### src/design/rmh_pkg.sv
// Package for the multi-modulus rolling window hash.
// Holds sizes, register indexes and the controller/datapath command types.
// No dependencies.
package rmh_pkg;

    localparam int NUM_HASHES   = 3;
    localparam int MAX_WINDOW   = 32;
    localparam int MODULUS_BITS = 27;
    localparam int LANES        = 3;

    // field widths fixed by the register and stream definitions
    localparam int ALPHA_W = 9;
    localparam int WLEN_W  = 6;
    localparam int MOD_W   = 28;
    localparam int DROP_W  = 27;
    localparam int SYM_W   = 8;
    localparam int HASH_W  = 27;
    localparam int CFG_W   = 28;
    localparam int IDX_W   = 3;

    localparam int SLOT_W = $clog2(MAX_WINDOW);
    localparam int FILL_W = $clog2(MAX_WINDOW + 1);

    // widest operand fed into the serial reducer: h*alpha + symbol
    localparam int PROD_W    = MODULUS_BITS + ALPHA_W + 1;
    localparam int RED_STEPS = PROD_W;
    localparam int CNT_W     = $clog2(RED_STEPS);

    localparam logic [MOD_W-1:0] MOD_CAP = MOD_W'(1) << MODULUS_BITS;

    typedef enum logic [IDX_W-1:0] {
        REG_ALPHA_SIZE    = 3'd0,
        REG_WINDOW_LEN    = 3'd1,
        REG_MODULUS_0     = 3'd2,
        REG_MODULUS_1     = 3'd3,
        REG_MODULUS_2     = 3'd4,
        REG_DROP_FACTOR_0 = 3'd5,
        REG_DROP_FACTOR_1 = 3'd6,
        REG_DROP_FACTOR_2 = 3'd7
    } t_reg_idx;

    typedef struct packed {
        logic accept;   // capture the input word
        logic load;     // form the products, prime the reducers
        logic step;     // one reduction bit per operand in each lane
        logic commit;   // update state and present the result
    } t_cmd;

    typedef struct packed {
        logic relevant;
    } t_status;

endpackage

### src/design/rmh_ctrl.sv
// Sequencer for the rolling hash: accept, load, serial reduction, commit.
// Depends on rmh_pkg.
module rmh_ctrl (
    input  logic            i_clk,
    input  logic            i_rst_n,
    input  logic            i_s_tvalid,
    output logic            o_s_tready,
    output logic            o_m_tvalid,
    input  logic            i_m_tready,
    input  rmh_pkg::t_status i_status,
    output rmh_pkg::t_cmd    o_cmd
);
    import rmh_pkg::*;

    typedef enum logic [1:0] {S_IDLE, S_LOAD, S_RED, S_DONE} t_state;

    t_state           r_state;
    logic [CNT_W-1:0] r_count;
    logic             r_valid;
    logic             w_can_commit;

    assign w_can_commit = !r_valid || i_m_tready;
    assign o_s_tready   = (r_state == S_IDLE);
    assign o_m_tvalid   = r_valid;

    always_comb begin
        o_cmd        = '0;
        o_cmd.accept = (r_state == S_IDLE) && i_s_tvalid;
        o_cmd.load   = (r_state == S_LOAD);
        o_cmd.step   = (r_state == S_RED);
        o_cmd.commit = (r_state == S_DONE) && w_can_commit;
    end

    always_ff @(posedge i_clk) begin
        if (!i_rst_n) begin
            r_state <= S_IDLE;
            r_count <= '0;
            r_valid <= 1'b0;
        end else begin
            if (o_cmd.commit)
                r_valid <= 1'b1;
            else if (i_m_tready)
                r_valid <= 1'b0;

            unique case (r_state)
                S_IDLE: begin
                    if (i_s_tvalid) r_state <= S_LOAD;
                end
                S_LOAD: begin
                    r_count <= '0;
                    // an irrelevant symbol skips the reduction and only clears
                    r_state <= i_status.relevant ? S_RED : S_DONE;
                end
                S_RED: begin
                    r_count <= r_count + CNT_W'(1);
                    if (r_count == CNT_W'(RED_STEPS - 1)) r_state <= S_DONE;
                end
                S_DONE: begin
                    if (w_can_commit) r_state <= S_IDLE;
                end
                default: r_state <= S_IDLE;
            endcase
        end
    end

`ifndef SYNTHESIS
    // a finished word never overwrites one still waiting at the output
    a_no_overwrite: assert property (@(posedge i_clk) disable iff (!i_rst_n)
        o_cmd.commit |-> (!r_valid || i_m_tready))
        else $error("result committed over an untaken word");

    // load always follows an accepted word
    a_load_after_accept: assert property (@(posedge i_clk) disable iff (!i_rst_n)
        o_cmd.accept |=> o_cmd.load)
        else $error("load did not follow accept");

    // a commit raises the output valid
    a_commit_valid: assert property (@(posedge i_clk) disable iff (!i_rst_n)
        o_cmd.commit |=> o_m_tvalid)
        else $error("commit did not present a result");

    // the reducer runs the full bit count before commit
    a_red_len: assert property (@(posedge i_clk) disable iff (!i_rst_n)
        (r_state == S_RED && r_count != CNT_W'(RED_STEPS - 1)) |=> (r_state == S_RED))
        else $error("reduction cut short");
`endif

endmodule

### config.mk
export PLATFORM = sky130hd
export DESIGN_NAME = rmh_ctrl
export DESIGN_NICKNAME = d
export VERILOG_FILES = /design/src/design/rmh_pkg.sv /design/src/design/rmh_ctrl.sv
export SDC_FILE = /design/constraint.sdc
export NUM_CORES = 1
export LEC_CHECK = 0
export ABC_AREA = 1
export BUFFER_PORTS_ARGS = -buffer_cell sky130_fd_sc_hd__buf_2
export CAP_MARGIN = 20
export CORE_UTILIZATION = 35
export CTS_BUF_LIST = sky130_fd_sc_hd__clkbuf_8
export DETAILED_ROUTE_END_ITERATION = 16
export GPL_ROUTABILITY_DRIVEN = 0
export GPL_TIMING_DRIVEN = 0
export SLEW_MARGIN = 40
export SYNTH_ARGS = -nofsm -noshare
export SYNTH_HDL_FRONTEND = slang
export SYNTH_SLANG_ARGS = --single-unit
### constraint.sdc
create_clock -name i_clk -period 1.4 [get_ports i_clk]
set_input_delay 0.07 -clock i_clk [delete_from_list [all_inputs] [get_ports i_clk]]
set_output_delay 0.07 -clock i_clk [all_outputs]
set_load 0.05 [all_outputs]
==> out/metrics.csv, run 1 <==
stage,metric,value,unit
logic_synthesis,Mapped Cells,79,
layout,final core utilization,0.494,
hold_path,Hold Crit Start,i_rst_n,
critical_path,RR Endpoint,r_count[5],
logic_synthesis,"Seq/Total Area, Yosys",0.329,
global_route,GR Layer Usage met3,0.0652,
timing,final hold viol count,0,
clocking,H-tree levels,1,
global_route,met1 Use GR,0.141,
layout,most frequent cells in the layout,"16 x inv_1, 15 x nand2_1, 10 x buf_2, 9 x nor2_1, 8 x a21oi_1",
routing,Antenna Nets Post-Route,0,
critical_path,flop2flop setup slack,100,ps
timing,RSZ-0062 raised after global routing,false,
critical_path,WP data required,1530,ps
logic_synthesis,Cell variety after synth,13,
timing,fin. max-slew vios,0,
critical_path,RR Startpoint,r_state[0],
placed_design,pre-CTS setup slack,-71.6,ps
timing,post-route clock period utilization,0.927,
pwr,P per Cell Area,1940,mW/mm^2
layout,fillers,136,
layout,n_diodes,0,
timing,Slew Limit Headroom,0.834,
floorplan,initial core utilization,0.396,
routing,Residual DRC,0,
logic_synthesis,syn nets,91,
routing,Starting DRT DRC Count,1,
layout,final non-filler cell total,108,
logic_synthesis,yosys warns,0,
timing,# setup viols final,0,
floorplan,die area,0.00173,mm^2
floorplan,# IOs,11,
clocking,maximum buffer depth of the clock tree,2,
layout,share of post-route cells with drive strength above 1,0.247,
timing,clk_skew,3.65,ps
hold_path,Worst Hold Depth,3,
global_route,grt total ovfl,0,
clocking,CTS Sinks,9,
timing,FMAX,771,MHz
routing,1st-pass router iterations,2,
routing,routed len/inst,8.42,um
timing,fin crit period,1300,ps
routing,routed via count,489,
critical_path,delay of the slowest critical-path stage,350,ps
hold_path,HP Class,in -> reg,
critical_path,Worst EP arrival,1420,ps
floorplan,# rows,13,
clocking,CTS buffer count,3,
clocking,TritonCTS clock tree,done,
floorplan,die height,41.6,um
clocking,clk_lat worst skew,230,ps
critical_path,Worst Path Max Fanout,6,
global_route,first-pass GRT wire length,1610,um
critical_path,Setup CP Type,reg -> reg,
critical_path,Worst setup EP type,register,
timing,final setup margin,103,ps
logic_synthesis,Mapped Avg Cell Area,6.94,um^2
global_route,grt peak-use layer,met2,
critical_path,CP max-delay cell,dfxtp_2,
global_route,initial antenna violation count,0,
critical_path,R2R depth,7,
hold_path,hold endpoint,r_state[1],
critical_path,CP cell instances,inv_2 -> ha_4 -> nand2_2 -> nor2_4 -> nand3_2 -> xor2_1 -> nor2_1,
global_route,gr usage total,0.124,
layout,"commonest non-fill, non-tap cell in the layout",inv_1,
placed_design,Inst Count DP,104,
floorplan,core area,0.00138,mm^2
pwr,P_leak,0.343,nW
global_route,largest net degree at the start of global routing,7,
placed_design,IO buf count,10,
routing,WL final,909,um
timing,Slew @ Worst Pin,250,ps
pwr,Final Power,1.33,mW
global_route,vias in the first global route,416,
placed_design,Post-DP HPWL,739,um
routing,vias per cell,4.53,
clocking,CTS root buffer,clkbuf_8,
global_route,met2 usage,0.191,
critical_path,critical path startpoint category,register,
floorplan,die width,41.6,um
layout,"Net count, final",106,
logic_synthesis,mapped cell area,548,um^2
run_status,outcome,"finished, final reports clean",
flow_run,MaxCap Viol Count,0,
clocking,clock slew at the register clock pins of the worst setup and hold paths,50,ps
logic_synthesis,"flops & latches, synth",9,
pwr,Max VDD drop,1.11,mV
layout,Layout area overhead,24.7,%
## state kept, by name, summed over array words and instances, names as in the netlist
| name | cells |
|---|---|
| r_count | 6 |
| o_m_tvalid | 1 |
| r_state | 2 |
## cell usage after synthesis
| master | instances | area (um^2) |
|---|---|---|
| a21oi_1 | 9 | 45.0 |
| dfxtp_1 | 9 | 180 |
| ha_1 | 7 | 87.6 |
| inv_1 | 17 | 63.8 |
| nand2_1 | 15 | 56.3 |
| nand2_2 | 1 | 6.26 |
| nand3_1 | 6 | 30.0 |
| nand3_2 | 1 | 10.0 |
| nor2_1 | 9 | 33.8 |
| nor2_4 | 1 | 11.3 |
| o21ai_0 | 2 | 10.0 |
| o21ai_1 | 1 | 5.00 |
| xor2_1 | 1 | 8.76 |
## through the flow
stage               hold WS [ps]  setup TNS (ps)  area, um^2
finish                       104               0         683
global route                 114               0         683
CTS                         91.9               0         682
detailed placement           347            -251         626
global placement             343            -304         626
floorplan                    191               0         557
## cells by family (layout without fill, tap and decap cells)
| logic type | after synthesis | count (layout) | synth area share |
|---|---|---|---|
| buffers and inverters | 17 | 31 | 0.116 |
| and+or+nand+nor | 33 | 33 | 0.269 |
| adders and majority gates | 7 | 7 | 0.160 |
| DFF | 9 | 9 | 0.329 |
| xor gates and xnor gates | 1 | 1 | 0.0160 |
| AOI/OAI and AO/OA | 12 | 12 | 0.110 |
## timing repair
| item | in CTS | in global routing |
|---|---|---|
| buffers inserted | 0 | 0 |
| pin swaps | 0 | 1 |
| hold buffers | 0 | 0 |
| resized for setup | 3 | 2 |
| endpoints found under the hold margin | 0 | 0 |
| setup endpoints to repair | 4 | 4 |
## cell type report
type                       count  area [um^2]  share of cell area
clock buffer                   3         41.3              0.0604
clock inverter                 1         3.75             0.00549
inverter                      17         63.8              0.0934
multi-input combinational     53          323               0.473
sequential                     9          183               0.267
tap                           15         18.8              0.0275
timing repair buffer          10         50.0              0.0733
## where the power goes
part | total, mW | switching, mW | internal (mW)
Clock | 0.295 | 0.104 | 0.191
Sequential | 0.344 | 0.0446 | 0.300
Combinational | 0.689 | 0.470 | 0.218
Total | 1.33 | 0.619 | 0.709
## worst max-delay path: cells and delay by family (launching register included)
family	cells	cell delay (ps)
fa+ha+maj	1	300
xor+xnor	1	150
simple gates	4	300
flops	1	350
buf+inv	1	80
## metal layers
metal | part of all wire | vias to the layer above
met2 | 0.41 | 9
met4 | 0.0088 | 0
met5 | 0 | -
li1 | - | 273
met3 | 0.058 | 2
met1 | 0.52 | 205
## worst max-delay path by stage
stage | startpoint | end | slack [ps] | cells after the start
after floorplan | r_state[1] | r_state[0] | 50 | 8
after global placement | r_state[1] | r_count[3] | -90 | 7
after detailed placement | r_state[1] | r_count[5] | -70 | 7
after CTS | r_state[0] | r_count[5] | 30 | 7
after global routing | r_state[0] | r_count[5] | 4 | 7
final | r_state[0] | r_count[5] | 100 | 7
(Power assumes the default switching activity.)
==> run 2: changes to the inputs <==
- GPL_TIMING_DRIVEN: 0 -> not set
==> out/metrics.csv, run 2 (synthesis results as in run 1) <==
stage,metric,value,unit,change
run_status,outcome,"finished, final reports clean",,
hold_path,hold endpoint,r_count[0],,
layout,share of post-route cells with drive strength above 1,0.229,,-0.0181
clocking,postcts setup bufs,0,,unchanged
global_route,gr usage total,0.135,,+0.0106
floorplan,# IOs,11,,unchanged
routing,Starting DRT DRC Count,7,,+6
critical_path,R2R depth,7,,unchanged
floorplan,die height,41.6,um,unchanged
critical_path,crit path launch,r_state[0],,
critical_path,Setup CP Type,reg -> out,,
flow_run,MaxCap Viol Count,0,,unchanged
clocking,CTS root buffer,clkbuf_8,,
timing,clk_skew,1.54,ps,-2.11 ps
pwr,P per Cell Area,1940,mW/mm^2,about the same
hold_path,Hold Crit Start,i_rst_n,,
global_route,vias in the first global route,447,,+7.5%
timing,RSZ-0062 raised after global routing,false,,
floorplan,# rows,13,,unchanged
floorplan,die area,0.00173,mm^2,unchanged
layout,most frequent cells in the layout,"18 x inv_1, 15 x nand2_1, 9 x nor2_1, 9 x dfxtp_1",,
pwr,P_leak,0.357,nW,+4.1%
placed_design,pre-CTS setup slack,71.8,ps,+143 ps
timing,final setup margin,76.1,ps,-26.6 ps
critical_path,critical path startpoint category,register,,
global_route,grt total ovfl,0,,unchanged
timing,Slew @ Worst Pin,248,ps,-2.07 ps
placed_design,IO buf count,10,,unchanged
clocking,clk_lat worst skew,230,ps,about the same
clocking,maximum buffer depth of the clock tree,2,,unchanged
critical_path,"Buf+Inv Stages, Crit Path",3,,+2
timing,Fin Hold WS,118,ps,+14.0 ps
global_route,initial antenna violation count,0,,unchanged
critical_path,delay of the slowest critical-path stage,300,ps,-50 ps
floorplan,core area,0.00138,mm^2,unchanged
placed_design,Post-DP HPWL,784,um,+6.1%
layout,design area,708,um^2,+3.7%
clocking,Hold Buf Count CTS,0,,unchanged
routing,1st-pass router iterations,4,,+2
floorplan,die width,41.6,um,unchanged
layout,most flop-heavy register,r_count,,
floorplan,initial core utilization,0.396,,unchanged
critical_path,Worst setup EP type,output pin,,
layout,final core utilization,0.512,,+0.0181
layout,Layout area overhead,29.2,%,
timing,FMAX,755,MHz,-2.0%
hold_path,HP Class,in -> reg,,
timing,post-route clock period utilization,0.946,,+0.0190
hold_path,Worst Hold Depth,3,,unchanged
timing,Final TNS setup,0,ps,unchanged
critical_path,Worst EP arrival,1250,ps,-170 ps
pwr,Max VDD drop,1.30,mV,+17%
critical_path,CP max-delay cell,dfxtp_1,,
routing,routed via count,489,,unchanged
layout,n_diodes,0,,unchanged
routing,WL final,981,um,+7.9%
routing,routed len/inst,8.84,um,+5.0%
layout,final non-filler cell total,111,,+2.8%
critical_path,Worst path depth,4,,-3
clocking,H-tree levels,1,,unchanged
routing,Antenna Nets Post-Route,0,,unchanged
pwr,Final Power,1.38,mW,+3.7%
critical_path,"delay-heaviest family, CP",buffers and inverters,,
layout,"Net count, final",109,,+2.8%
clocking,clock slew at the register clock pins of the worst setup and hold paths,40,ps,about the same
critical_path,Worst Path Max Fanout,5,,-1
timing,fin crit period,1320,ps,+26.6 ps
critical_path,CP cell instances,inv_1 -> buf_4 -> ha_2 -> clkbuf_4,,
placed_design,Inst Count DP,107,,+2.9%
global_route,first-pass GRT wire length,1680,um,+4.3%
layout,max FFs per register,6,,unchanged
layout,"commonest non-fill, non-tap cell in the layout",inv_1,,
clocking,CTS Sinks,9,,unchanged
critical_path,flop2flop setup slack,120,ps,+20 ps
timing,final hold viol count,0,,unchanged
critical_path,RR Startpoint,r_state[0],,
routing,vias per cell,4.41,,-2.7%
clocking,TritonCTS clock tree,done,,
timing,Slew Limit Headroom,0.836,,+0.00137
clocking,CTS buffer count,3,,unchanged
critical_path,WP data required,1330,ps,-200 ps
routing,Residual DRC,0,,unchanged
critical_path,RR Endpoint,r_count[3],,
timing,fin. max-slew vios,0,,unchanged
timing,# setup viols final,0,,unchanged
placed_design,placed cell area,648,um^2,+3.6%
global_route,largest net degree at the start of global routing,7,,unchanged
-- run 2: metal layers --
layer	part of all wire	GRT usage	up-vias	wire length, um
li1	-	-	276	-
met1	0.53	0.156	203	520
met2	0.41	0.191	8	401
met3	0.036	0.0652	2	35
met4	0.024	0.0968	0	24
met5	0	0	-	0
-- run 2: repair_timing --
item / CTS / global route
resized for setup: 0 / 3
endpoints found under the hold margin: 0 / 0
endpoints found under the setup margin: 0 / 5
-- run 2: how the worst max path moves through the flow --
stage,endpoint
2_1_floorplan,r_state[0]
3_3_place_gp,r_count[5]
3_5_place_dp,r_count[4]
4_1_cts,r_count[3]
5_1_grt,r_count[3]
6_report,o_cmd[1]
-- run 2: worst reg2reg max path: stages (launching register included) --
cell and delay [ps]:
dfxtp_1 320, inv_1 80, buf_4 160, ha_2 210, o21ai_1 180, inv_1 90
o21ai_0 80, a21oi_1 50
-- run 2: power by group --
group	switching [mW]	leakage (nW)	total [mW]	internal (mW)
clock	0.103	0.0269	0.294	0.191
sequential	0.0248	0.0731	0.319	0.294
combinational	0.499	0.257	0.763	0.264
total	0.627	0.357	1.38	0.749
-- run 2: area by class of cell --
| class | count | area [um^2] |
|---|---|---|
| tap | 15 | 18.8 |
| clock buffer | 3 | 41.3 |
| sequential | 9 | 180 |
| timing repair buffer | 13 | 77.6 |
| inverter | 17 | 63.8 |
| fill | 129 | 674 |
| clock inverter | 1 | 3.75 |
| multi-input combinational | 53 | 323 |
